**config.mk**
```make
export PLATFORM = sky130hd
export DESIGN_NAME = sacache_ctrl
export DESIGN_NICKNAME = d
export VERILOG_FILES = /design/src/rtl/core/sacache_pkg.sv /design/src/rtl/core/sacache_ctrl.sv
export SDC_FILE = /design/constraint.sdc
export NUM_CORES = 1
export LEC_CHECK = 0
export BUFFER_PORTS_ARGS = -buffer_cell sky130_fd_sc_hd__buf_2
export CORE_AREA = 2 2 39 41
export DETAILED_ROUTE_END_ITERATION = 12
export DIE_AREA = 0 0 41 43
export PLACE_DENSITY = 0.3
export SLEW_MARGIN = 10
export SYNTH_ARGS = -nofsm -noshare
export SYNTH_HDL_FRONTEND = slang
export SYNTH_SLANG_ARGS = --single-unit
export TNS_END_PERCENT = 1
```
**constraint.sdc**
```tcl
create_clock -name clk -period 1.2 [get_ports clk]
set_clock_uncertainty 0.05 [all_clocks]
set_input_delay 0.3 -clock clk [delete_from_list [all_inputs] [get_ports clk]]
set_output_delay 0.3 -clock clk [all_outputs]
set_load 0.02 [all_outputs]
```
**src/rtl/core/sacache_pkg.sv**
```systemverilog
// Package for the set-associative cache: item payload types, config struct,
// controller/datapath command and status structs. No dependencies.
package sacache_pkg;

  localparam int ADDR_BITS = 48;

  typedef struct packed {
    logic                 is_write;
    logic [ADDR_BITS-1:0] address;
  } in_item_t;

  typedef struct packed {
    logic        hit;
    logic        mem_read;
    logic        mem_write;
    logic [31:0] hit_total;
    logic [31:0] miss_total;
    logic [31:0] read_total;
    logic [31:0] write_total;
  } out_item_t;

  typedef struct packed {
    logic [3:0] offset_bits;
    logic [3:0] index_bits;
    logic [3:0] ways_in_use;
    logic       use_lru;
  } cfg_t;

  localparam logic [1:0] REG_OFFSET_BITS = 2'd0;
  localparam logic [1:0] REG_INDEX_BITS  = 2'd1;
  localparam logic [1:0] REG_WAYS        = 2'd2;
  localparam logic [1:0] REG_USE_LRU     = 2'd3;

  localparam int CFG_W = 4;

  typedef struct packed {
    logic load;     // capture input item, start set read
    logic update;   // on a miss or with LRU write back chosen way, update counters, form result
  } cmd_t;

  typedef struct packed {
    logic ready;    // valid-bit clearing pass after reset is done
  } status_t;

endpackage

```
**src/rtl/core/sacache_ctrl.sv**
```systemverilog
// Controller state machine for the set-associative cache.
// Depends on sacache_pkg.
module sacache_ctrl (
  input  logic                 clk,
  input  logic                 rst,
  input  logic                 in_valid,
  output logic                 in_stall,
  output logic                 out_valid,
  input  logic                 out_stall,
  output sacache_pkg::cmd_t    cmd,
  input  sacache_pkg::status_t status
);
  import sacache_pkg::*;

  typedef enum logic [1:0] {S_IDLE, S_LOOK, S_HOLD} state_t;
  state_t state;

  // A new item is taken in the cycle the held result leaves.
  assign in_stall   = !status.ready ||
                      !(state == S_IDLE || (state == S_HOLD && !out_stall));
  assign cmd.load   = in_valid && !in_stall;
  assign cmd.update = (state == S_LOOK) && status.ready;

  always_ff @(posedge clk) begin
    if (rst) begin
      state     <= S_IDLE;
      out_valid <= 1'b0;
    end else begin
      case (state)
        S_IDLE: if (cmd.load) state <= S_LOOK;
        S_LOOK: begin
          state     <= S_HOLD;
          out_valid <= 1'b1;
        end
        S_HOLD: if (!out_stall) begin
          out_valid <= 1'b0;
          state     <= cmd.load ? S_LOOK : S_IDLE;
        end
        default: state <= S_IDLE;
      endcase
    end
  end
endmodule

```
==> results of run 1 <==
[registers in the layout, indices dropped and copies added (netlist names)]
name and count:
out_valid 1, state 2
[report_power, final]
part / internal, mW / switching [mW]
logic: 0.0334 / 0.0253
clock network: 0.125 / 0.0538
registers: 0.105 / 0.00393
[cell families (layout without fill, tap and decap cells)]
| family | after synthesis | count (layout) | synth area share [%] |
|---|---|---|---|
| AO/OA/AOI/OAI | 1 | 1 | 3.30 |
| buffers and inverters | 0 | 15 | 0 |
| flip-flops | 3 | 3 | 39.7 |
| multiplexers | 1 | 1 | 7.44 |
| AND/OR/NAND/NOR | 9 | 9 | 49.6 |
[routing by layer]
layer	wire, um	global-route usage, %	up-vias	part of all wire (%)
met5	0	0	-	0
met4	0	8.00	0	0
met3	34	4.71	0	8.6
met2	147	7.50	9	37
met1	211	7.35	61	54
li1	-	-	79	-
[Yosys cell counts]
cell type	count	area share [%]
nor2_2	1	4.1
nand2_2	1	4.1
and3b_2	1	6.6
a21oi_1	1	3.3
dfxtp_1	3	40
nor2b_1	1	4.1
nor3_1	1	3.3
mux2_2	1	7.4
nor2b_4	1	9.1
nand3b_1	1	5.0
and4b_4	1	9.1
nand2b_1	1	4.1
[layout make-up]
cell class                      count  area [um^2]
Fill cell                         159         1100
Multi-Input combinational cell     11         91.3
Tap cell                           16         20.0
Timing Repair Buffer               11         85.1
Clock buffer                        4         26.3
Sequential cell                     3         62.6
[timing repair]
action                                  4_1_cts  5_1_grt
gates resized for setup                       6        3
pin swaps                                     0        2
buffers inserted                              1        0
endpoints found under the setup margin        3        3
[placed cells by master (no fill, tap or decap), types with 2 or more instances in the layout]
cell type  instances
dfxtp_2            2
buf_2              5
buf_6              4
buf_4              2
clkbuf_4           3
[worst max-delay path by stage]
stage | to | slack [ps] | cells after the start
floorplan | cmd[1] | 180 | 1
global placement | cmd[1] | -10 | 4
detailed placement | cmd[1] | -20 | 4
CTS | cmd[1] | -160 | 2
global route | cmd[1] | -200 | 3
finish | cmd[1] | -150 | 3
[critical path, delay by kind of cell (launching register included)]
family,cells,cell delay (ps)
simple gates,2,320
buf+inv,1,110
flops,1,330
==> impl_results.md, run 1 <==
* Status: complete, but fails checks
* Failing checks: negative setup slack
* Non-filler cells, final at 45
* # rows at 14
* CTS Hold Buffers Added at 0
* Initial antenna violation count at 0
* Slew headroom at ~91%
* Global-route wire length before repair at 724 um
* Distinct cells, synth at 12
* Inserted Clock Buffers at 3
* Slew Limit Fails at 0
* Setup TNS at -361 ps
* Power density cells at 1210 nW/um^2
* Post-Layout Inst Area at 285 um^2
* Fin nets at 35
* Vias in the first global route at 181
* Worst Max-Slew Pin Slew at around 130 ps
* RSZ-0062 raised after global routing: yes
* CORE AREA at 1380 um^2
* Clock latency at the later pin of the worst-skew pair at about 230 ps
* Synth Instances at 14
* Leakage at 0.125 nW
* Hold path cells at 2
* Yosys reg bits at 3
* Per-cell routed wire length at 8.76 um
* Crit-path max FO at 5
* Critical path startpoint category: register
* DR vias/cell at 3.31
* Layout cell share with drive strength beyond 1 at around three quarters
* Sequential-to-total area share from yosys stat at 39.7%
* Critical hold path startpoint: rst
* Finished Core Util at between 20% and 30%
* Critical Path RT at ~850 ps
* Root Driver: clkbuf_4
* Placed insts at 40
* GRT Total Usage at 6.81%
* Synthesized area at between 150 and 200 um^2
* Final hold vios at 0
* Port-buffer cells at 8
* Min Hold Slack at 235 ps
* Worst Hold Path EP: state[1]
* # DRC at 0
* Maxcap violations at 0
* Cells along the critical path: nand2_2 > and4b_4 > buf_6
* RR Endpoint: state[0]
* Final min period at 1350 ps
* CP startpoint: state[1]
* Die height at 43 um
* Synth-to-Final Area Change at 88.4%
* CTS tree: yes
* Cell Area, Placed at between 200 and 250 um^2
* Worst reg2reg path depth at 4
* Drt first pass iters at 3
* Avg Inst Size Synth at 10.8 um^2
* Crit-path slowest cell: dfxtp_2
* WP data arrival at 1000 ps
* Routability cong. at 0.507
* Htree depth at 1
* Worst vdd ir at ~0.40 mV
* Antenna Cells at 0
* Fin crit share at 112%
* Final setup vio count at 3
* Power Total at 0.347 mW
* Total wire length at 394 um
* Max Clk Rate at 743 MHz
* Via count at 149
* Largest net degree at the start of global routing at 6
* Final antenna-violating net count at 0
* Reg2Reg Setup Slack at approximately 190 ps
* Worst setup margin at -147 ps
* Critical Path Max Stage Delay at 330 ps
* Ys Warns at 0
* I/O pin cnt at 9
* Clk slew on worst S/H paths at 40 ps
* Crit. End Element: primary output
* Sinks on Clock Net at 3
* Pre-CTS setup slack at -24.6 ps
* HP Class: in2reg
* Setup CP Type: reg2out
* Clk buf depth at 2
* Initial Util at 10.9%
* Syn Nets at 19
* R2R Path Start: state[1]
* Die width at around 41 um
* GR Overflow Total at 0
* First DRT Iteration DRCs at 3
* Die area at 1760 um^2
Note: power is estimated with default switching activity, not from simulation.
==> run 2, diff against run 1 <==
==> constraint.sdc (replaced) <==
create_clock -name clk -period 1.45 [get_ports clk]
set_clock_uncertainty 0.05 [all_clocks]
set_input_delay 0.3625 -clock clk [delete_from_list [all_inputs] [get_ports clk]]
set_output_delay 0.3625 -clock clk [all_outputs]
set_load 0.02 [all_outputs]
==> run 2 against run 1 <==
  * The flow now finishes without violations
  * First-iteration DRC count unchanged
  * Core utilization down 2.3 points
  * Hold slack better by 59 ps
  * Setup slack better by 180 ps
  * Clock power down 20%
  * Combinational power down 29%
  * Total power down 20%
  * Die area unchanged
  * Critical path type unchanged
  * Critical endpoint unchanged
  * Largest cell class unchanged
  * Largest power group unchanged
  * Highest routed layer unchanged
==> impl_results.md, run 2 (synthesized netlist as in run 1, its figures left out) <==
* Status: complete, no violations (was complete, but fails checks)
* Sw frac at 23.3% (was 24.0%)
* # rows at 14 (unchanged)
* Fin crit share at 97.4%
* Vias in the first global route at 161 (was 181)
* Fill count at 155 (was 159)
* Setup CP Type: reg2out (unchanged)
* Met2 GRT Util at 5.63% (was 7.50%)
* Per-cell routed wire length at 8.65 um (was 8.76 um)
* # DRC at 0 (unchanged)
* CTS Hold Buffers Added at 0 (unchanged)
* Max reg flops at 2 (unchanged)
* Clock latency at the later pin of the worst-skew pair at 230 ps (about the same)
* Min Hold Slack at 295 ps (was 235 ps)
* Clk slew on worst S/H paths at 40 ps (about the same)
* WP data arrival at 1000 ps (about the same)
* Comb power frac at 15.0% (was 17.0%)
* Final hold vios at 0 (unchanged)
* R2R Path Start: state[1] (unchanged)
* Worst Max-Slew Pin Slew at 133 ps (was 127 ps)
* Die width at 41 um (unchanged)
* Die height at 43 um (unchanged)
* Root Driver: clkbuf_4 (unchanged)
* Leakage at 0.111 nW (was 0.125 nW)
* RSZ-0062 raised after global routing: yes (unchanged)
* Worst vdd ir at 0.358 mV (was 0.395 mV)
* Crit-path max FO at 5 (unchanged)
* Inserted Clock Buffers at 3 (unchanged)
* Critical Path RT at 1040 ps (was 850 ps)
* Layout cell share with drive strength beyond 1 at 74.1% (was 75.9%)
* I/O pin cnt at 9 (unchanged)
* Clk buf depth at 2 (unchanged)
* Setup TNS at 0 ps (was -361 ps)
* Finished Core Util at 18.4% (was 20.6%)
* Worst setup margin at 37.1 ps (was -147 ps)
* Antenna Cells at 0 (unchanged)
* Final setup vio count at 0 (was 3)
* Synth-to-Final Area Change at 67.8% (was 88.4%)
* Power Total at 0.277 mW (was 0.347 mW)
* Pint at 0.212 mW (was 0.264 mW)
* Most frequent cells in the layout: 7 x buf_2, 3 x clkbuf_4, 2 x dfxtp_2 (was 5 x buf_2, 4 x buf_6, 3 x clkbuf_4, 2 x buf_4, 2 x dfxtp_2)
* Drt first pass iters at 2 (was 3)
* Top flop regs: state: 2 flops, out_valid: 1 flops (unchanged)
* GRT Total Usage at 5.41% (was 6.81%)
* DP HPWL at 288 um
* Register share of total power at 32.8% (was 31.5%)
* Max Clk Rate at 708 MHz
* Slew headroom at 91.0% (was 91.4%)
* Initial Util at 10.9% (unchanged)
* Initial antenna violation count at 0 (unchanged)
* CORE AREA at 1380 um^2 (unchanged)
* Net Switching at 0.0646 mW (was 0.0830 mW)
* Clock Power Share at 52.2% (was 51.5%)
* CTS tree: yes (unchanged)
* Sinks on Clock Net at 3 (unchanged)
* Htree depth at 1 (unchanged)
* GR peak layer: met4 (unchanged)
* Global-route wire length before repair at 558 um (was 724 um)
* Die area at 1760 um^2 (unchanged)
* First DRT Iteration DRCs at 3 (unchanged)
* Critical path startpoint category: register (unchanged)
* Slew Limit Fails at 0 (unchanged)
* DR vias/cell at 3.49 (was 3.31)
* M3 GR Usage at 3.14% (was 4.71%)
* Maxcap violations at 0 (unchanged)
* HP Class: in2reg (unchanged)
* Routability cong. at 0.530 (was 0.507)
* Critical hold path startpoint: rst (unchanged)
* Crit. End Element: primary output (unchanged)
* Top reg by flops: state (unchanged)
* Total wire length at 372 um (was 394 um)
* Most common library cell in the layout ignoring fill and taps: buf_2 (unchanged)
* Final min period at 1410 ps
* Power density cells at 1090 nW/um^2 (was 1210 nW/um^2)
* Final antenna-violating net count at 0 (unchanged)
* GR Overflow Total at 0 (unchanged)
* Port-buffer cells at 8 (unchanged)
* CP startpoint: state[0] (was state[1])
* Pre-CTS setup slack at 73.9 ps (was -24.6 ps)
* Largest net degree at the start of global routing at 6 (unchanged)
* Met1 Resource Use GR at 5.75% (was 7.35%)
* Via count at 150 (was 149)
* Fin nets at 33 (was 35)
## run 2: cell types whose count changed in the layout (fill, tap and decap cells not counted)
cell   before  now
buf_4       2    1
buf_6       4    1
buf_2       5    7
## run 2: critical path, cell delays in order, from the launching register on
cell,delay [ps]
dfxtp_2,330
and4b_4,330
buf_6,120
## run 2: area by class of cell
| cell class | instances | area (um^2) | share of cell area [%] |
|---|---|---|---|
| sequential | 3 | 62.6 | 24.6 |
| multi-input combinational | 11 | 91.3 | 36.0 |
| timing repair buffer | 9 | 53.8 | 21.2 |
| clock buffer | 4 | 26.3 | 10.3 |
| tap | 16 | 20.0 | 7.88 |
## run 2: path summary, 6_finish.rpt
path,to,slack (ps),cells after the start
worst max-delay path,cmd[1],40,2
worst min-delay path,state[0],290,2
worst max register to register,state[0],430,4
worst min register to register,out_valid,500,2
## run 2: per-stage QoR
| step | cell area, um^2 | cells |
|---|---|---|
| floorplan | 151 | 14 |
| global placement | 211 | 38 |
| detailed placement | 211 | 38 |
| CTS | 253 | 43 |
| global route | 254 | 43 |
| finish | 254 | 43 |
## run 2: timing repair
item / CTS / global route
gates resized for setup: 3 / 1
setup buffers: 1 / 0
endpoints found under the setup margin: 1 / 1
cloned: 0 / 0
pin swaps: 0 / 0
## run 2: metal layers
layer	routed length, um	up-vias	part of all wire [%]
met5	0	-	0
met4	0	0	0
met3	49	0	13
met2	147	9	40
met1	175	65	47
li1	-	76	-
## run 2: power groups by stage
stage                     registers (mW)  logic (mW)  clock network [mW]
final                             0.0909      0.0415               0.144
after floorplan                   0.0926      0.0200                   0
after global routing              0.0915      0.0440               0.161
after global placement            0.0913      0.0360                   0
after CTS                         0.0906      0.0418               0.154
after detailed placement          0.0916      0.0370                   0
==> run 3, diff against run 2 <==
--- a/config.mk
+++ b/config.mk
@@ -5,6 +5,7 @@
 export SDC_FILE = /design/constraint.sdc
 export NUM_CORES = 1
 export LEC_CHECK = 0
+export ABC_AREA = 1
 export BUFFER_PORTS_ARGS = -buffer_cell sky130_fd_sc_hd__buf_2
 export CORE_AREA = 2 2 39 41
 export DETAILED_ROUTE_END_ITERATION = 12
==> run 3 against run 2 <==
  * Non-clock buffer count fell by 1
  * Synthesized cell count rose by 50%
  * Final area fell by 9.9%
  * Hold slack got worse by 35 ps
  * Largest power group unchanged
==> impl_results.md, run 3 <==
* Cell taking the most area after synthesis: dfxtp_1 (unchanged)
* Critical path buffers and inverters at 3 (was 1)
* Initial Util at 9.95% (was 10.9%)
* Total wire length at 347 um (was 372 um)
* # rows at 14 (unchanged)
* Worst Hold Path EP: state[0] (unchanged)
* Family with the most delay on the worst path: flip-flops (unchanged)
* Clk slew on worst S/H paths at 40 ps (about the same)
* Most common library cell in the layout ignoring fill and taps: buf_2 (unchanged)
* Max Clk Rate at 730 MHz (was 708 MHz)
* Critical Path Max Stage Delay at 320 ps (was 330 ps)
* Top flop regs: state: 2 flops, out_valid: 1 flops (unchanged)
* Setup CP Type: reg2out (unchanged)
* Critical hold path startpoint: rst (unchanged)
* Final setup vio count at 0 (unchanged)
* Reg2Reg Setup Slack at 670 ps (was 430 ps)
* Yosys reg bits at 3 (unchanged)
* Largest net degree at the start of global routing at 4 (was 6)
* Synth-to-Final Area Change at 66.4% (was 67.8%)
* GR Overflow Total at 0 (unchanged)
* Finished Core Util at 16.5% (was 18.4%)
* Sequential-to-total area share from yosys stat at 43.6% (was 39.7%)
* GRT Total Usage at 5.42% (was 5.41%)
* Port-buffer cells at 8 (unchanged)
* Setup TNS at 0 ps (unchanged)
* Avg Inst Size Synth at 6.55 um^2 (was 10.8 um^2)
* WP data arrival at 960 ps (was 1000 ps)
* Worst reg2reg path depth at 2 (was 4)
* Power density cells at 1190 nW/um^2 (was 1090 nW/um^2)
* Slew headroom at 86.7% (was 91.0%)
* Synth top area share at 43.6% (was 39.7%)
* Max reg flops at 2 (unchanged)
* Htree depth at 1 (unchanged)
* First DRT Iteration DRCs at 0 (was 3)
* I/O pin cnt at 9 (unchanged)
* Most frequent cells in the layout: 7 x buf_2, 5 x inv_1, 3 x nand2_1, 3 x nor2_1, 3 x clkbuf_4 (was 7 x buf_2, 3 x clkbuf_4, 2 x dfxtp_2)
* Slew Limit Fails at 0 (unchanged)
* Fin nets at 39 (was 33)
* Hold path cells at 2 (unchanged)
* Crit-path max FO at 3 (was 5)
* Final min period at 1370 ps (was 1410 ps)
* CORE AREA at 1380 um^2 (unchanged)
* RSZ-0062 raised after global routing: no (was yes)
* Final hold vios at 0 (unchanged)
* Post-Layout Inst Area at 229 um^2 (was 254 um^2)
* Clk buf depth at 2 (unchanged)
* Die height at 43 um (unchanged)
* Clock latency at the later pin of the worst-skew pair at 230 ps (about the same)
* DR vias/cell at 3.22 (was 3.49)
* Status: complete, no violations (unchanged)
* Crit. End Element: primary output (unchanged)
* Sinks on Clock Net at 3 (unchanged)
* Cell Area, Placed at 198 um^2 (was 211 um^2)
* RR Endpoint: out_valid (was state[0])
* Cells along the critical path: inv_1 > nand4_1 > inv_1 > buf_4 (was and4b_4 > buf_6)
* Critical path startpoint category: register (unchanged)
* Pre-CTS setup slack at 151 ps (was 73.9 ps)
* Top reg by flops: state (unchanged)
* Final antenna-violating net count at 0 (unchanged)
* Critical Path RT at 1040 ps (about the same)
* Syn Nets at 26 (was 19)
* Per-cell routed wire length at 7.08 um (was 8.65 um)
* Worst setup margin at 79.8 ps (was 37.1 ps)
* Antenna Cells at 0 (unchanged)
* Most frequent cells after synthesis: 5 x inv_1, 3 x dfxtp_1, 3 x nand2_1, 3 x nor2_1, 2 x nand3_1
* Drt first pass iters at 1 (was 2)
* CP most frequent cell: inv_1
* Crit-path slowest cell: dfxtp_2 (unchanged)
* Die width at 41 um (unchanged)
* R2R Path Start: state[0] (was state[1])
* Area contributors post-synth: dfxtp_1 44%, inv_1 14%, nand2_1 8.2% (was dfxtp_1 40%, and4b_4 9.1%, nor2b_4 9.1%)
* Ys Warns at 0 (unchanged)
* # DRC at 0 (unchanged)
* Fin crit share at 94.5% (was 97.4%)
* Layout cell share with drive strength beyond 1 at 45.5% (was 74.1%)
* Min Hold Slack at 259 ps (was 295 ps)
* Worst Max-Slew Pin Slew at 197 ps (was 133 ps)
* Die area at 1760 um^2 (unchanged)
* Global-route wire length before repair at 524 um (was 558 um)
* Root Driver: clkbuf_4 (unchanged)
* CTS tree: yes (unchanged)
* Ys async rst share at 0% (unchanged)
* Distinct cells, synth at 10 (was 12)
* Worst vdd ir at 0.224 mV (was 0.358 mV)
* Initial antenna violation count at 0 (unchanged)
* EDFF count, synth at 0 (unchanged)
* Synthesized area at 138 um^2 (was 151 um^2)
* Top-count cell post-synth: inv_1 (was dfxtp_1)
* Via count at 158 (was 150)
* Synth Instances at 21 (was 14)
* Inserted Clock Buffers at 3 (unchanged)
* HP Class: in2reg (unchanged)
* Leakage at 0.123 nW (was 0.111 nW)
* Routability cong. at 0.584 (was 0.530)
* Vias in the first global route at 137 (was 161)
* Dominant synthesized flop cell: dfxtp_1 (unchanged)
* Maxcap violations at 0 (unchanged)
run 3: worst max-delay path by stage:
stage / startpoint / end / slack (ps) / cells after the start
2_1_floorplan: state[1] / cmd[0] / 340 / 3
3_3_place_gp: out_stall / cmd[1] / 160 / 5
3_5_place_dp: out_stall / cmd[1] / 150 / 5
4_1_cts: state[0] / cmd[1] / 30 / 4
5_1_grt: state[0] / cmd[1] / 8 / 4
6_report: state[0] / cmd[1] / 80 / 4
run 3: worst register-to-register path: cells and delay by family (launching register included):
kind	cells	cell delay, ps
DFF	1	320
and+or+nand+nor	2	300
run 3: power by group:
part           switching [mW]  internal (mW)  total, mW
Combinational          0.0204         0.0138     0.0341
Clock                  0.0454          0.103      0.149
Sequential            0.00259         0.0871     0.0897
Total                  0.0684          0.204      0.273
run 3: cell type report:
class / count / area, um^2
Inverter: 6 / 22.5
Clock buffer: 4 / 26.3
Multi-Input combinational cell: 12 / 55.1
Fill cell: 166 / 1150
Tap cell: 16 / 20.0
Sequential cell: 3 / 62.6
Timing Repair Buffer: 8 / 42.5
run 3: per-layer routing:
layer / routed length, um / GRT usage [%] / vias to the layer above
met5: 0 / 0 / -
met4: 0 / 6.00 / 0
met3: 55 / 6.28 / 0
met2: 104 / 4.06 / 9
met1: 187 / 6.41 / 61
li1: - / - / 88
run 3: through the flow:
stage | power (mW) | std cells
6_report | 0.273 | 49
5_1_grt | 0.298 | 49
4_1_cts | 0.280 | 49
3_5_place_dp | 0.124 | 45
3_3_place_gp | 0.124 | 45
2_1_floorplan | 0.109 | 21
run 3: cells by family after synthesis:
| kind of cell | count (synthesis) | share of synthesized area [%] |
|---|---|---|
| AO/OA/AOI/OAI | 1 | 3.63 |
| buffers and inverters | 6 | 16.4 |
| flip-flops | 3 | 43.6 |
| AND/OR/NAND/NOR | 11 | 36.4 |
run 3: repair_timing:
item / 4_1_cts / 5_1_grt
hold buffers: 0 / 0
setup buffers: 0 / 0
gates resized for setup: 0 / 3
endpoints found under the setup margin: 0 / 1
